`src/drr_pkg.sv`:
```
// Shared types and constants for the decimal rescale-and-round core.
// Depends on nothing; the interface file and the core import it.
package drr_pkg;

    localparam int FIELD_BITS = 64;
    localparam int FULL_BITS  = 3 * FIELD_BITS;
    localparam int SCALE_BITS = 8;

    // Scaling limits of the fit-to-96-bits mode
    localparam int                    WIDE_BITS = 96;
    localparam logic [SCALE_BITS-1:0] MAX_SCALE = 8'd28;

    // Decimal digit handling
    localparam int        REM_BITS   = 4;
    localparam logic [REM_BITS-1:0] HALF_DIGIT = 4'd5;

    // Divide-by-ten step: one chunk of the mantissa per cycle
    localparam int          CHUNK_BITS   = 16;
    localparam int          DIVIN_BITS   = REM_BITS + CHUNK_BITS;
    localparam int          MAGIC_BITS   = 32;
    localparam int          PROD_BITS    = DIVIN_BITS + MAGIC_BITS;
    localparam logic [MAGIC_BITS-1:0] DIV10_MAGIC = 32'hCCCC_CCCD;
    localparam int          DIV10_SHIFT  = 35;

    // Mode codes
    localparam logic MODE_FIT = 1'b0;
    localparam logic MODE_INT = 1'b1;

    // Rounding codes
    localparam logic [1:0] RT_FLOOR     = 2'd0;
    localparam logic [1:0] RT_HALF_EVEN = 2'd1;
    localparam logic [1:0] RT_HALF_UP   = 2'd2;

    typedef struct packed {
        logic                  mode;
        logic [1:0]            round_type;
        logic [FIELD_BITS-1:0] mant_low;
        logic [FIELD_BITS-1:0] mant_mid;
        logic [FIELD_BITS-1:0] mant_high;
        logic [SCALE_BITS-1:0] scale;
        logic                  negative;
    } drr_in_t;

    typedef struct packed {
        logic [FIELD_BITS-1:0] res_low;
        logic [FIELD_BITS-1:0] res_mid;
        logic [FIELD_BITS-1:0] res_high;
        logic [SCALE_BITS-1:0] res_scale;
        logic                  res_negative;
    } drr_out_t;

endpackage

```
`src/drr_if.sv`:
```
// Valid/ready channel interfaces for the input and result items.
// Depends on drr_pkg for the payload types.
interface drr_in_if;
    import drr_pkg::*;

    logic    valid;
    logic    ready;
    drr_in_t data;

    modport source (output valid, output data, input ready);
    modport sink   (input valid, input data, output ready);
endinterface

interface drr_out_if;
    import drr_pkg::*;

    logic     valid;
    logic     ready;
    drr_out_t data;

    modport source (output valid, output data, input ready);
    modport sink   (input valid, input data, output ready);
endinterface

```
`src/decimal_rescale_round_core.sv`:
```
// Decimal rescale-and-round core: repeated divide-by-ten, then rounding.
// Depends on drr_pkg and the channel interfaces in drr_if.sv.
//
//  channel  | dir | handshake           | payload
//  ---------+-----+---------------------+-------------------------------------------
//  in_ch    | in  | valid/ready         | mode, round_type, mant_*, scale, negative
//  out_ch   | out | valid/ready         | res_low/mid/high, res_scale, res_negative
//
// Each divide-by-ten pass runs the single 20-bit divide-by-ten unit over the mantissa,
// one 16-bit chunk per cycle (NCH = MANT_BITS/16 rounded up chunks, 12 at the default
// width), after a check state. The result is written when the output register is free;
// the input turns ready on the same edge as the result shows.
// Reset clears the sequencer and the result valid; no clearing pass is needed.
// The input side is ready only when the sequencer is idle; a finished result waits
// in the output register, and the next item may be accepted meanwhile.
module decimal_rescale_round_core #(
    parameter int MANT_BITS = 192
) (
    input  logic             clk,
    input  logic             rst_n,
    drr_in_if.sink           in_ch,
    drr_out_if.source        out_ch
);
    import drr_pkg::*;

    localparam int NCH      = (MANT_BITS + CHUNK_BITS - 1) / CHUNK_BITS;
    localparam int PAD_BITS = NCH * CHUNK_BITS;
    localparam int CNT_W    = $clog2(NCH);
    localparam logic [CNT_W-1:0]    LAST_CHUNK = CNT_W'(NCH - 1);
    localparam logic [PAD_BITS-1:0] MANT_MASK  = PAD_BITS'({MANT_BITS{1'b1}});

    localparam logic [1:0] ST_IDLE  = 2'd0;
    localparam logic [1:0] ST_CHECK = 2'd1;
    localparam logic [1:0] ST_DIV   = 2'd2;
    localparam logic [1:0] ST_ROUND = 2'd3;

    // Control registers
    logic [1:0]       state_reg, state_next;
    logic             out_valid_reg, out_valid_next;

    // Working registers (no reset needed)
    logic                  mode_reg, mode_next;
    logic [1:0]            rtype_reg, rtype_next;
    logic                  neg_reg, neg_next;
    logic [SCALE_BITS-1:0] scale_reg, scale_next;
    logic [PAD_BITS-1:0]   mant_reg, mant_next;
    logic [REM_BITS-1:0]   rem_reg, rem_next;
    logic [REM_BITS-1:0]   last_reg, last_next;
    logic                  sticky_reg, sticky_next;
    logic [CNT_W-1:0]      cnt_reg, cnt_next;
    drr_out_t              out_data_reg, out_data_next;

    // Divide-by-ten unit: top chunk of the mantissa with the running remainder
    logic [DIVIN_BITS-1:0] div_in;
    logic [PROD_BITS-1:0]  div_prod;
    logic [CHUNK_BITS-1:0] div_q;
    logic [DIVIN_BITS-1:0] div_back;
    logic [DIVIN_BITS-1:0] div_diff;
    logic [REM_BITS-1:0]   div_r;

    // Pass decision and rounding
    logic                  is_wide;
    logic                  is_zero;
    logic                  do_pass;
    logic [1:0]            eff_rtype;
    logic                  round_up;
    logic [PAD_BITS-1:0]   mant_rounded;
    logic [FULL_BITS-1:0]  res_full;
    logic [FULL_BITS-1:0]  in_full;
    logic                  out_free;

    assign in_ch.ready  = (state_reg == ST_IDLE);
    assign out_ch.valid = out_valid_reg;
    assign out_ch.data  = out_data_reg;

    // Quotient by reciprocal multiply; remainder from q * 10 by shift-add
    assign div_in   = {rem_reg, mant_reg[PAD_BITS-1 -: CHUNK_BITS]};
    assign div_prod = PROD_BITS'(div_in) * PROD_BITS'(DIV10_MAGIC);
    assign div_q    = div_prod[DIV10_SHIFT +: CHUNK_BITS];
    assign div_back = (DIVIN_BITS'(div_q) << 3) + (DIVIN_BITS'(div_q) << 1);
    assign div_diff = div_in - div_back;
    assign div_r    = div_diff[REM_BITS-1:0];

    assign is_wide = |mant_reg[PAD_BITS-1:WIDE_BITS];
    assign is_zero = (mant_reg == '0);

    // Keep dividing while the loop condition of the selected mode holds
    always_comb
    begin
        if (mode_reg == MODE_FIT)
        begin
            do_pass = (is_wide && (scale_reg != '0)) || (scale_reg > MAX_SCALE);
        end
        else
        begin
            do_pass = (scale_reg != '0) && !is_zero;
        end
    end

    // Fit mode always rounds half to even
    assign eff_rtype = (mode_reg == MODE_FIT) ? RT_HALF_EVEN : rtype_reg;

    always_comb
    begin
        case (eff_rtype)
            RT_FLOOR:
            begin
                round_up = neg_reg && ((last_reg != '0) || sticky_reg);
            end
            RT_HALF_EVEN:
            begin
                if ((last_reg == HALF_DIGIT) && !sticky_reg)
                begin
                    round_up = mant_reg[0];
                end
                else
                begin
                    round_up = (last_reg >= HALF_DIGIT);
                end
            end
            RT_HALF_UP:
            begin
                round_up = (last_reg >= HALF_DIGIT);
            end
            default:
            begin
                round_up = 1'b0;
            end
        endcase
    end

    // Increment wraps within the mantissa width
    assign mant_rounded = round_up ? ((mant_reg + PAD_BITS'(1)) & MANT_MASK) : mant_reg;
    assign res_full     = FULL_BITS'(mant_rounded);
    assign in_full      = {in_ch.data.mant_high, in_ch.data.mant_mid, in_ch.data.mant_low};
    assign out_free     = !out_valid_reg || out_ch.ready;

    always_comb
    begin
        state_next     = state_reg;
        out_valid_next = out_valid_reg;
        mode_next      = mode_reg;
        rtype_next     = rtype_reg;
        neg_next       = neg_reg;
        scale_next     = scale_reg;
        mant_next      = mant_reg;
        rem_next       = rem_reg;
        last_next      = last_reg;
        sticky_next    = sticky_reg;
        cnt_next       = cnt_reg;
        out_data_next  = out_data_reg;

        // Drop the result once taken
        if (out_valid_reg && out_ch.ready)
        begin
            out_valid_next = 1'b0;
        end

        case (state_reg)
            ST_IDLE:
            begin
                if (in_ch.valid)
                begin
                    mode_next   = in_ch.data.mode;
                    rtype_next  = in_ch.data.round_type;
                    neg_next    = in_ch.data.negative;
                    scale_next  = in_ch.data.scale;
                    mant_next   = PAD_BITS'(in_full[MANT_BITS-1:0]);
                    last_next   = '0;
                    sticky_next = 1'b0;
                    state_next  = ST_CHECK;
                end
            end
            ST_CHECK:
            begin
                if (do_pass)
                begin
                    // Fold the previous digit into sticky, start a new pass
                    if (last_reg != '0)
                    begin
                        sticky_next = 1'b1;
                    end
                    rem_next   = '0;
                    cnt_next   = LAST_CHUNK;
                    state_next = ST_DIV;
                end
                else
                begin
                    state_next = ST_ROUND;
                end
            end
            ST_DIV:
            begin
                // Rotate the quotient chunk in at the bottom
                mant_next = {mant_reg[PAD_BITS-CHUNK_BITS-1:0], div_q};
                rem_next  = div_r;
                if (cnt_reg == '0)
                begin
                    last_next  = div_r;
                    scale_next = scale_reg - SCALE_BITS'(1);
                    state_next = ST_CHECK;
                end
                else
                begin
                    cnt_next = cnt_reg - CNT_W'(1);
                end
            end
            ST_ROUND:
            begin
                // Hold until the output register is free
                if (out_free)
                begin
                    out_data_next.res_low      = res_full[FIELD_BITS-1:0];
                    out_data_next.res_mid      = res_full[2*FIELD_BITS-1:FIELD_BITS];
                    out_data_next.res_high     = res_full[FULL_BITS-1:2*FIELD_BITS];
                    out_data_next.res_scale    = scale_reg;
                    out_data_next.res_negative = neg_reg;
                    out_valid_next             = 1'b1;
                    state_next                 = ST_IDLE;
                end
            end
            default:
            begin
                state_next = ST_IDLE;
            end
        endcase
    end

    always_ff @(posedge clk or negedge rst_n)
    begin
        if (!rst_n)
        begin
            state_reg     <= ST_IDLE;
            out_valid_reg <= 1'b0;
        end
        else
        begin
            state_reg     <= state_next;
            out_valid_reg <= out_valid_next;
        end
    end

    always_ff @(posedge clk)
    begin
        mode_reg     <= mode_next;
        rtype_reg    <= rtype_next;
        neg_reg      <= neg_next;
        scale_reg    <= scale_next;
        mant_reg     <= mant_next;
        rem_reg      <= rem_next;
        last_reg     <= last_next;
        sticky_reg   <= sticky_next;
        cnt_reg      <= cnt_next;
        out_data_reg <= out_data_next;
    end

endmodule

```
`src/flat_wrapper.sv`:
```
// flat-port wrapper written by rule: the top's interface ports become plain ports
module decimal_rescale_round_core_flat import drr_pkg::*;
#(
    parameter int MANT_BITS = 192
)
  (clk, rst_n, in_ch_valid, in_ch_data, in_ch_ready, out_ch_valid, out_ch_data, out_ch_ready);
  drr_in_if in_ch_i ();
  drr_out_if out_ch_i ();
  input  logic clk;
  input  logic rst_n;
  input wire logic [$bits(in_ch_i.valid)-1:0] in_ch_valid;
  input wire logic [$bits(in_ch_i.data)-1:0] in_ch_data;
  output wire logic [$bits(in_ch_i.ready)-1:0] in_ch_ready;
  output wire logic [$bits(out_ch_i.valid)-1:0] out_ch_valid;
  output wire logic [$bits(out_ch_i.data)-1:0] out_ch_data;
  input wire logic [$bits(out_ch_i.ready)-1:0] out_ch_ready;
  assign in_ch_i.valid = in_ch_valid;
  assign in_ch_i.data = in_ch_data;
  assign in_ch_ready = in_ch_i.ready;
  assign out_ch_valid = out_ch_i.valid;
  assign out_ch_data = out_ch_i.data;
  assign out_ch_i.ready = out_ch_ready;
  decimal_rescale_round_core #(.MANT_BITS(MANT_BITS)) u_core (.clk(clk), .rst_n(rst_n), .in_ch(in_ch_i), .out_ch(out_ch_i));
endmodule
```
`config.mk`:
```
export PLATFORM = sky130hd
export DESIGN_NAME = decimal_rescale_round_core_flat
export DESIGN_NICKNAME = d
export VERILOG_FILES = /design/src/drr_pkg.sv /design/src/drr_if.sv /design/src/decimal_rescale_round_core.sv /design/src/flat_wrapper.sv
export SDC_FILE = /design/constraint.sdc
export NUM_CORES = 1
export LEC_CHECK = 0
export BUFFER_PORTS_ARGS = -buffer_cell sky130_fd_sc_hd__buf_4
export CELL_PAD_IN_SITES_DETAIL_PLACEMENT = 0
export CELL_PAD_IN_SITES_GLOBAL_PLACEMENT = 1
export CORE_UTILIZATION = 51
export CTS_CLUSTER_DIAMETER = 150
export CTS_CLUSTER_SIZE = 10
export DETAILED_ROUTE_END_ITERATION = 10
export PLACE_DENSITY = 0.86
export SLEW_MARGIN = 20
export SYNTH_ARGS = -nofsm -noshare
export SYNTH_HDL_FRONTEND = slang
export SYNTH_SLANG_ARGS = --single-unit
```
`constraint.sdc`:
```
create_clock -name clk -period 34.3 [get_ports clk]
set_input_delay 1.715 -clock clk [delete_from_list [all_inputs] [get_ports clk]]
set_output_delay 1.715 -clock clk [all_outputs]
set_load 0.005 [all_outputs]
```
==> results of run 1 <==
metal layers:
metal	vias to the layer above	share of wire	GRT usage	wire, um
met1	10200	0.39	0.421	34800
met5	-	0.00015	0	13
li1	9132	-	-	-
met4	2	0.040	0.128	3530
met3	186	0.090	0.0584	8050
met2	1112	0.48	0.531	42800
worst reg2reg max path, cell delays in order, from the launching register on:
cell and delay, ps:
edfxtp_1 520, ha_1 340, fa_1 620, inv_1 70, fa_1 530, inv_1 100
fa_1 650, inv_1 130, fa_1 550, inv_1 50, fa_1 510, fa_1 440
ha_1 440, nand4_1 230, nor3_1 290, nand2_1 130, o21a_1 220, o21ai_0 220
xor2_1 130, ha_1 210, xnor2_1 310, nor2_1 130, and4b_1 220, nor4_1 350
xnor2_1 160, nor2_1 60
cells in the mapped netlist (4+ instances only):
library cell | n | area (um^2)
nor3_1 | 57 | 285
nor4b_1 | 4 | 35.0
fa_1 | 122 | 2440
a21o_1 | 20 | 150
mux2_2 | 186 | 2090
o21ai_0 | 27 | 135
edfxtp_1 | 418 | 12600
and3_1 | 56 | 350
clkbuf_1 | 50 | 188
o31ai_1 | 6 | 45.0
a21oi_1 | 39 | 195
a211oi_1 | 4 | 30.0
nor4_1 | 73 | 457
and4_1 | 28 | 245
xnor2_1 | 148 | 1300
xor2_1 | 73 | 639
and2_1 | 19 | 119
inv_1 | 238 | 893
or3_1 | 4 | 25.0
nor2_1 | 91 | 342
nand4_2 | 4 | 50.1
nor2b_1 | 7 | 43.8
nand3_1 | 98 | 490
a31oi_1 | 8 | 50.1
nand2_1 | 153 | 574
o21a_1 | 8 | 60.1
ha_1 | 194 | 2430
nand2b_1 | 10 | 62.6
or4_1 | 5 | 37.5
nand4_1 | 71 | 444
area by class of cell:
class / count / area [um^2]
Inverter: 239 / 897
Clock inverter: 3 / 26.3
Antenna cell: 1 / 2.50
Clock buffer: 57 / 1260
Fill cell: 4271 / 20300
Timing Repair Buffer: 422 / 3170
Sequential cell: 421 / 12600
Tap cell: 688 / 861
Multi-Input combinational cell: 1580 / 13800
cell families after synthesis:
kind of cell             count (synthesis)
adder cells (fa/ha/maj)                317
buffers and inverters                  298
AO/OA/AOI/OAI                          147
multiplexers                           187
XOR/XNOR                               221
AND/OR/NAND/NOR                        708
flip-flops                             421
layout by cell type (no fill, tap or decap), types with 3 or more instances in the layout:
cell type,n
buf_4,422
edfxtp_1,418
inv_1,238
ha_1,193
mux2_2,186
nand2_1,153
xnor2_1,148
fa_1,122
nand3_1,98
nor2_1,91
xor2_1,73
nor4_1,72
nand4_1,71
nor3_1,57
and3_1,56
clkbuf_16,49
a21oi_1,39
and4_1,28
o21ai_0,27
a21o_1,20
and2_1,18
nand2b_1,10
a31oi_1,8
o21a_1,8
clkbuf_1,8
nor2b_1,7
o31ai_1,6
or4_1,5
or3_1,4
nor4b_1,4
a211oi_1,4
nand4_2,4
nor4_4,3
nor3b_1,3
a221o_1,3
o211ai_1,3
a32oi_1,3
and4b_1,3
inv_6,3
dfrtp_1,3
stage by stage:
stage	area, um^2	setup WS, ps	util	hold WS, ps	cells
floorplan	27500	23200	-	427	2299
global placement	31400	26620	0.592	454	3350
finish	32600	26440	0.616	477	3411
global route	32600	25900	0.616	500	3411
CTS	32600	26480	0.616	485	3410
detailed placement	31400	26530	0.592	465	3350
worst max path at each step:
stage / start / to / depth (start not counted)
floorplan: u_core.state_reg[0] / u_core.last_reg[0] / 6
global placement: u_core.mant_reg[187] / u_core.last_reg[3] / 25
detailed placement: u_core.mant_reg[187] / u_core.last_reg[3] / 25
CTS: u_core.mant_reg[187] / u_core.last_reg[3] / 25
global route: u_core.mant_reg[187] / u_core.last_reg[3] / 25
finish: u_core.mant_reg[187] / u_core.last_reg[3] / 25
==> reports/results.tsv, run 1 <==
metric	value	unit
outcome	finished, final reports clean	
die-height	234	um
rsz0062_at_grt	no	
dr.pass1.iters	5	
worst_path_most_repeated_cell	fa_1	
worstSetupPathType	flip-flop to flip-flop	
hp-start	u_core.neg_reg	
synth_edf_count	418	
clkSinkCount	421	
worstRegToRegCells	25	
drv_slew	0	
cts_hold_buf	0	
synth_xor_area_frac	0.0703	
cts_root_buf	clkbuf_16	
start_util	0.520	
tns	0	ps
synth_compound_area_frac	0.0363	
grt_pass1_vias	20200	
slowest_delay	650	ps
port_buffers	410	
core_area	0.0530	mm^2
cpMaxStageDelayCell	fa_1	
syn_inst	2299	
syn_nets	2823	
cp_data_arrival_time	8170	ps
skew	29.2	ps
drt-initial-drc-count	1870	
die_area	0.0549	mm^2
finalWirelength	89100	um
antenna_found_initial	2	
routed_via_density	6.06	
synth-seq-cells	421	
cp-start-kind	flip-flop	
post-route-drc-count	0	
hold_viol	0	
clockBufferDepth	3	
cts_tree	done	
largest_reg_flops	201	
vias	20700	
grt_usage	0.322	
fp-row-count	84	
drive_above_1_share	0.252	
yosys_warnings	0	
wire_per_inst	26.1	um
grt_overflow_total	0	
synthMuxAreaShare	0.0764	
final-setup-viol-count	0	
grt_pass1_wl	129000	um
htree_levels	2	
synthesis.area	0.0275	mm^2
die_width	234	um
cts.reportedPaths.clkPinSlew	70	ps
synth.avg_cell_area	12.0	um^2
clk_latency	590	ps
cap_violations	0	
cp_num_buf_inv	4	
synth_adder_area_share	0.177	
hold_class	flip-flop to flip-flop	
r2r_end	u_core.last_reg[3]	
synth_flop_cell	edfxtp_1	
place_congestion	0.945	
post_cts_resized	0	
worstPathRequired	34610	ps
nets	3236	
yosys.area_share.simple	0.140	
area.growth.synth_to_final	18.5	%
cp_max_fo	9	
fmax	127	MHz
synth_top_family_by_area	adder cells	
grt_max_degree	79	
synthArstFlopShare	0.00713	
post-route-period-util	0.229	
reg2reg_slack	26440	ps
cp-end-kind	flip-flop	
maxSlewHeadroom	0.215	
crit_family	adder cells	
r2r-start	u_core.mant_reg[187]	
post_cts_buffers	0	
seq_area_frac_synth	0.458	
tightestPinTransition	1170	ps
period_needed	7860	ps
place_hpwl	70500	um
synth_cell_types	79	
ant_nets	0	
holdPathStages	0	
cts-buffers-inserted	48	
io_pins	411	
whs_endpoint	u_core.out_ch.data[0]	
Power of run 1 is left out: the tool's default activity adds up to more than one toggle a clock period on the data nets, which glitch-free logic cannot reach.
==> run 2: changes to the inputs <==
--- a/config.mk
+++ b/config.mk
@@ -5,14 +5,15 @@
 export SDC_FILE = /design/constraint.sdc
 export NUM_CORES = 1
 export LEC_CHECK = 0
+export ABC_AREA = 1
 export BUFFER_PORTS_ARGS = -buffer_cell sky130_fd_sc_hd__buf_4
 export CELL_PAD_IN_SITES_DETAIL_PLACEMENT = 0
 export CELL_PAD_IN_SITES_GLOBAL_PLACEMENT = 1
-export CORE_UTILIZATION = 51
+export CORE_UTILIZATION = 45
 export CTS_CLUSTER_DIAMETER = 150
 export CTS_CLUSTER_SIZE = 10
 export DETAILED_ROUTE_END_ITERATION = 10
-export PLACE_DENSITY = 0.86
+export PLACE_DENSITY = 0.8
 export SLEW_MARGIN = 20
 export SYNTH_ARGS = -nofsm -noshare
 export SYNTH_HDL_FRONTEND = slang
==> constraint.sdc (replaced) <==
create_clock -name clk -period 7.3 [get_ports clk]
set_input_delay 0.365 -clock clk [delete_from_list [all_inputs] [get_ports clk]]
set_output_delay 0.365 -clock clk [all_outputs]
set_load 0.005 [all_outputs]
==> run 2 against run 1 <==
Net effect: flip-flop and latch count unchanged; worst setup slack lost 26000 ps; fmax rose by 15%; clock skew is 5.4 ps higher; core utilization fell by 8.0 points; cell count is 53% higher; routed wire length rose by 47%; global-route usage up 3.6 points; critical path type unchanged; highest routed layer unchanged.
==> reports/results.tsv, run 2 <==
metric	value	unit
outcome	finished, final reports clean	
place_hpwl	108000	um
dr_wl_met2	61600	um
post-route-period-util	0.938	
grt_usage	0.358	
cts-buffers-inserted	48	
largest_reg_flops	201	
synth_common_cells	nand2_1 (880), inv_1 (588), nor2_1 (440)	
clkSinkCount	421	
finish.instance_area	0.0375	mm^2
grt_pass1_wl	186000	um
dr_wl_met3	11000	um
vias	29400	
multi_input_area	0.0168	mm^2
reg2reg_slack	450	ps
ant_nets	0	
cp-end-kind	flip-flop	
drt-initial-drc-count	3300	
holdPathStages	3	
die_width	268	um
synth-seq-cells	421	
htree_levels	2	
cp-start-kind	flip-flop	
core_area	0.0700	mm^2
drive_above_1_share	0.134	
maxSlewHeadroom	0.269	
clk_latency	630	ps
yosysTopAreaCell	edfxtp_1	
top_layer	met5	
worstRegToRegCells	27	
finalWirelength	131000	um
routed_via_density	5.63	
worstPathRequired	7670	ps
synth_most_common_cell	nand2_1	
skew	34.6	ps
port_buffers	410	
final_cell_mix	nand2_1 (879), inv_1 (586), buf_4 (438)	
synth_cell_types	47	
netlist_top_cells_area	edfxtp_1 (39%), nand2_1 (10%), fa_1 (7.7%)	
post-route-drc-count	0	
cts_root_buf	clkbuf_16	
seq_area_frac_synth	0.396	
fp-row-count	97	
die-height	268	um
final_common_cell	nand2_1	
worstSetupPathType	flip-flop to flip-flop	
place_congestion	1.05	
antenna_found_initial	1	
place_area	0.0361	mm^2
io_pins	411	
yosysTopAreaCellShare	0.394	
wire_per_inst	25.1	um
die_area	0.0719	mm^2
yosys_warnings	0	
grt_pass1_vias	28500	
period_needed	6850	ps
tns	0	ps
tightestPinTransition	1090	ps
clockBufferDepth	3	
synthesis.area	0.0319	mm^2
fillers	6775	
start_util	0.455	
syn_inst	3836	
cts_tree	done	
area.growth.synth_to_final	17.8	%
synthArstFlopShare	0.00713	
fmax	146	MHz
cts.reportedPaths.clkPinSlew	70	ps
dr.pass1.iters	5	
cp_data_arrival_time	7220	ps
synth_flop_cell	edfxtp_1	
hold_viol	0	
drv_slew	0	
cp_max_fo	7	
synth.avg_cell_area	8.31	um^2
grt_overflow_total	0	
nets	4783	
hold_class	input port to flip-flop	
grt_max_degree	136	
syn_nets	4360	
rsz0062_at_grt	no	
cap_violations	0	
wl_met1	52200	um
final-setup-viol-count	0	
finish.utilization	0.536	
synth_edf_count	418	
seqCellArea	0.0126	mm^2
## run 2: cell types whose count changed in the layout (fill, tap and decap cells not counted), sizes merged, moves of 54 or more
cell | previous run | this run
nor2 | 91 | 456
nand2 | 154 | 885
o21ai | 27 | 290
mux2 | 186 | 0
xnor2 | 148 | 18
xor2 | 73 | 179
and3 | 56 | 2
nand3 | 100 | 154
inv | 241 | 599
## run 2: final cells by class
| class | count | area share |
|---|---|---|
| clock inverter | 5 | 0.00163 |
| timing repair buffer | 447 | 0.0906 |
| clock buffer | 58 | 0.0330 |
| antenna | 1 | 0.0000667 |
| sequential | 421 | 0.336 |
| tap | 940 | 0.0313 |
| inverter | 599 | 0.0602 |
| multi-input combinational | 2742 | 0.447 |
## run 2: layer usage
metal / vias up / GRT usage
li1: 13500 / -
met1: 14200 / 0.471
met2: 1374 / 0.590
met3: 259 / 0.0576
met4: 2 / 0.142
met5: - / 0
## run 2: final timing paths
kind                                            from                     to
min in group asynchronous                      rst_n    u_core.out_ch.valid
max in group asynchronous                      rst_n    u_core.state_reg[1]
worst min register to register   u_core.scale_reg[1]  u_core.out_ch.data[2]
worst max register to register  u_core.mant_reg[188]     u_core.last_reg[3]
worst max-delay path            u_core.mant_reg[188]     u_core.last_reg[3]
worst min-delay path                 in_ch_data[177]    u_core.mant_reg[40]
## run 2: timing repair
item | in CTS | in global routing
endpoints found under the setup margin | 0 | 4
hold endpoints to repair | 8 | 0
hold buffers | 6 | 0
buffers inserted | 0 | 4
gates resized for setup | 0 | 13
## run 2: per-stage QoR
step                std cells  setup slack, ps  hold WS [ps]
floorplan                3836              178          69.4
global placement         5139              250           159
detailed placement       5139              210           160
CTS                      5208              168          8.13
global route             5212             4.75          32.6
finish                   5213              451          28.5
## run 2: cell families (layout without fill, tap and decap cells)
kind of cell / Yosys count / after routing / synth area share
compound gates: 376 / 376 / 0.0605
buf+inv: 673 / 1109 / 0.0800
flops: 421 / 421 / 0.396
fa+ha+maj: 316 / 316 / 0.153
other cells: 0 / 1 / 0
xor+xnor: 197 / 197 / 0.0541
simple gates: 1853 / 1853 / 0.256
## run 2: critical path, stage by stage, from the launching register on
cell and delay (ps):
edfxtp_1 410, inv_2 70, ha_1 340, fa_2 580, inv_1 60, fa_1 540, inv_1 110, fa_2 630
inv_1 100, fa_1 540, inv_1 60, fa_1 480, ha_1 310, ha_1 390, inv_1 120, o21ai_0 120
a31oi_1 250, o21ai_1 150, nor2_1 170, nand3_2 120, xor2_2 180, ha_1 190, xor2_1 180, inv_1 60
nand3_1 90, nand3_1 90, a21oi_1 160, nor2_1 80
Power of run 2 is left out for the same reason.
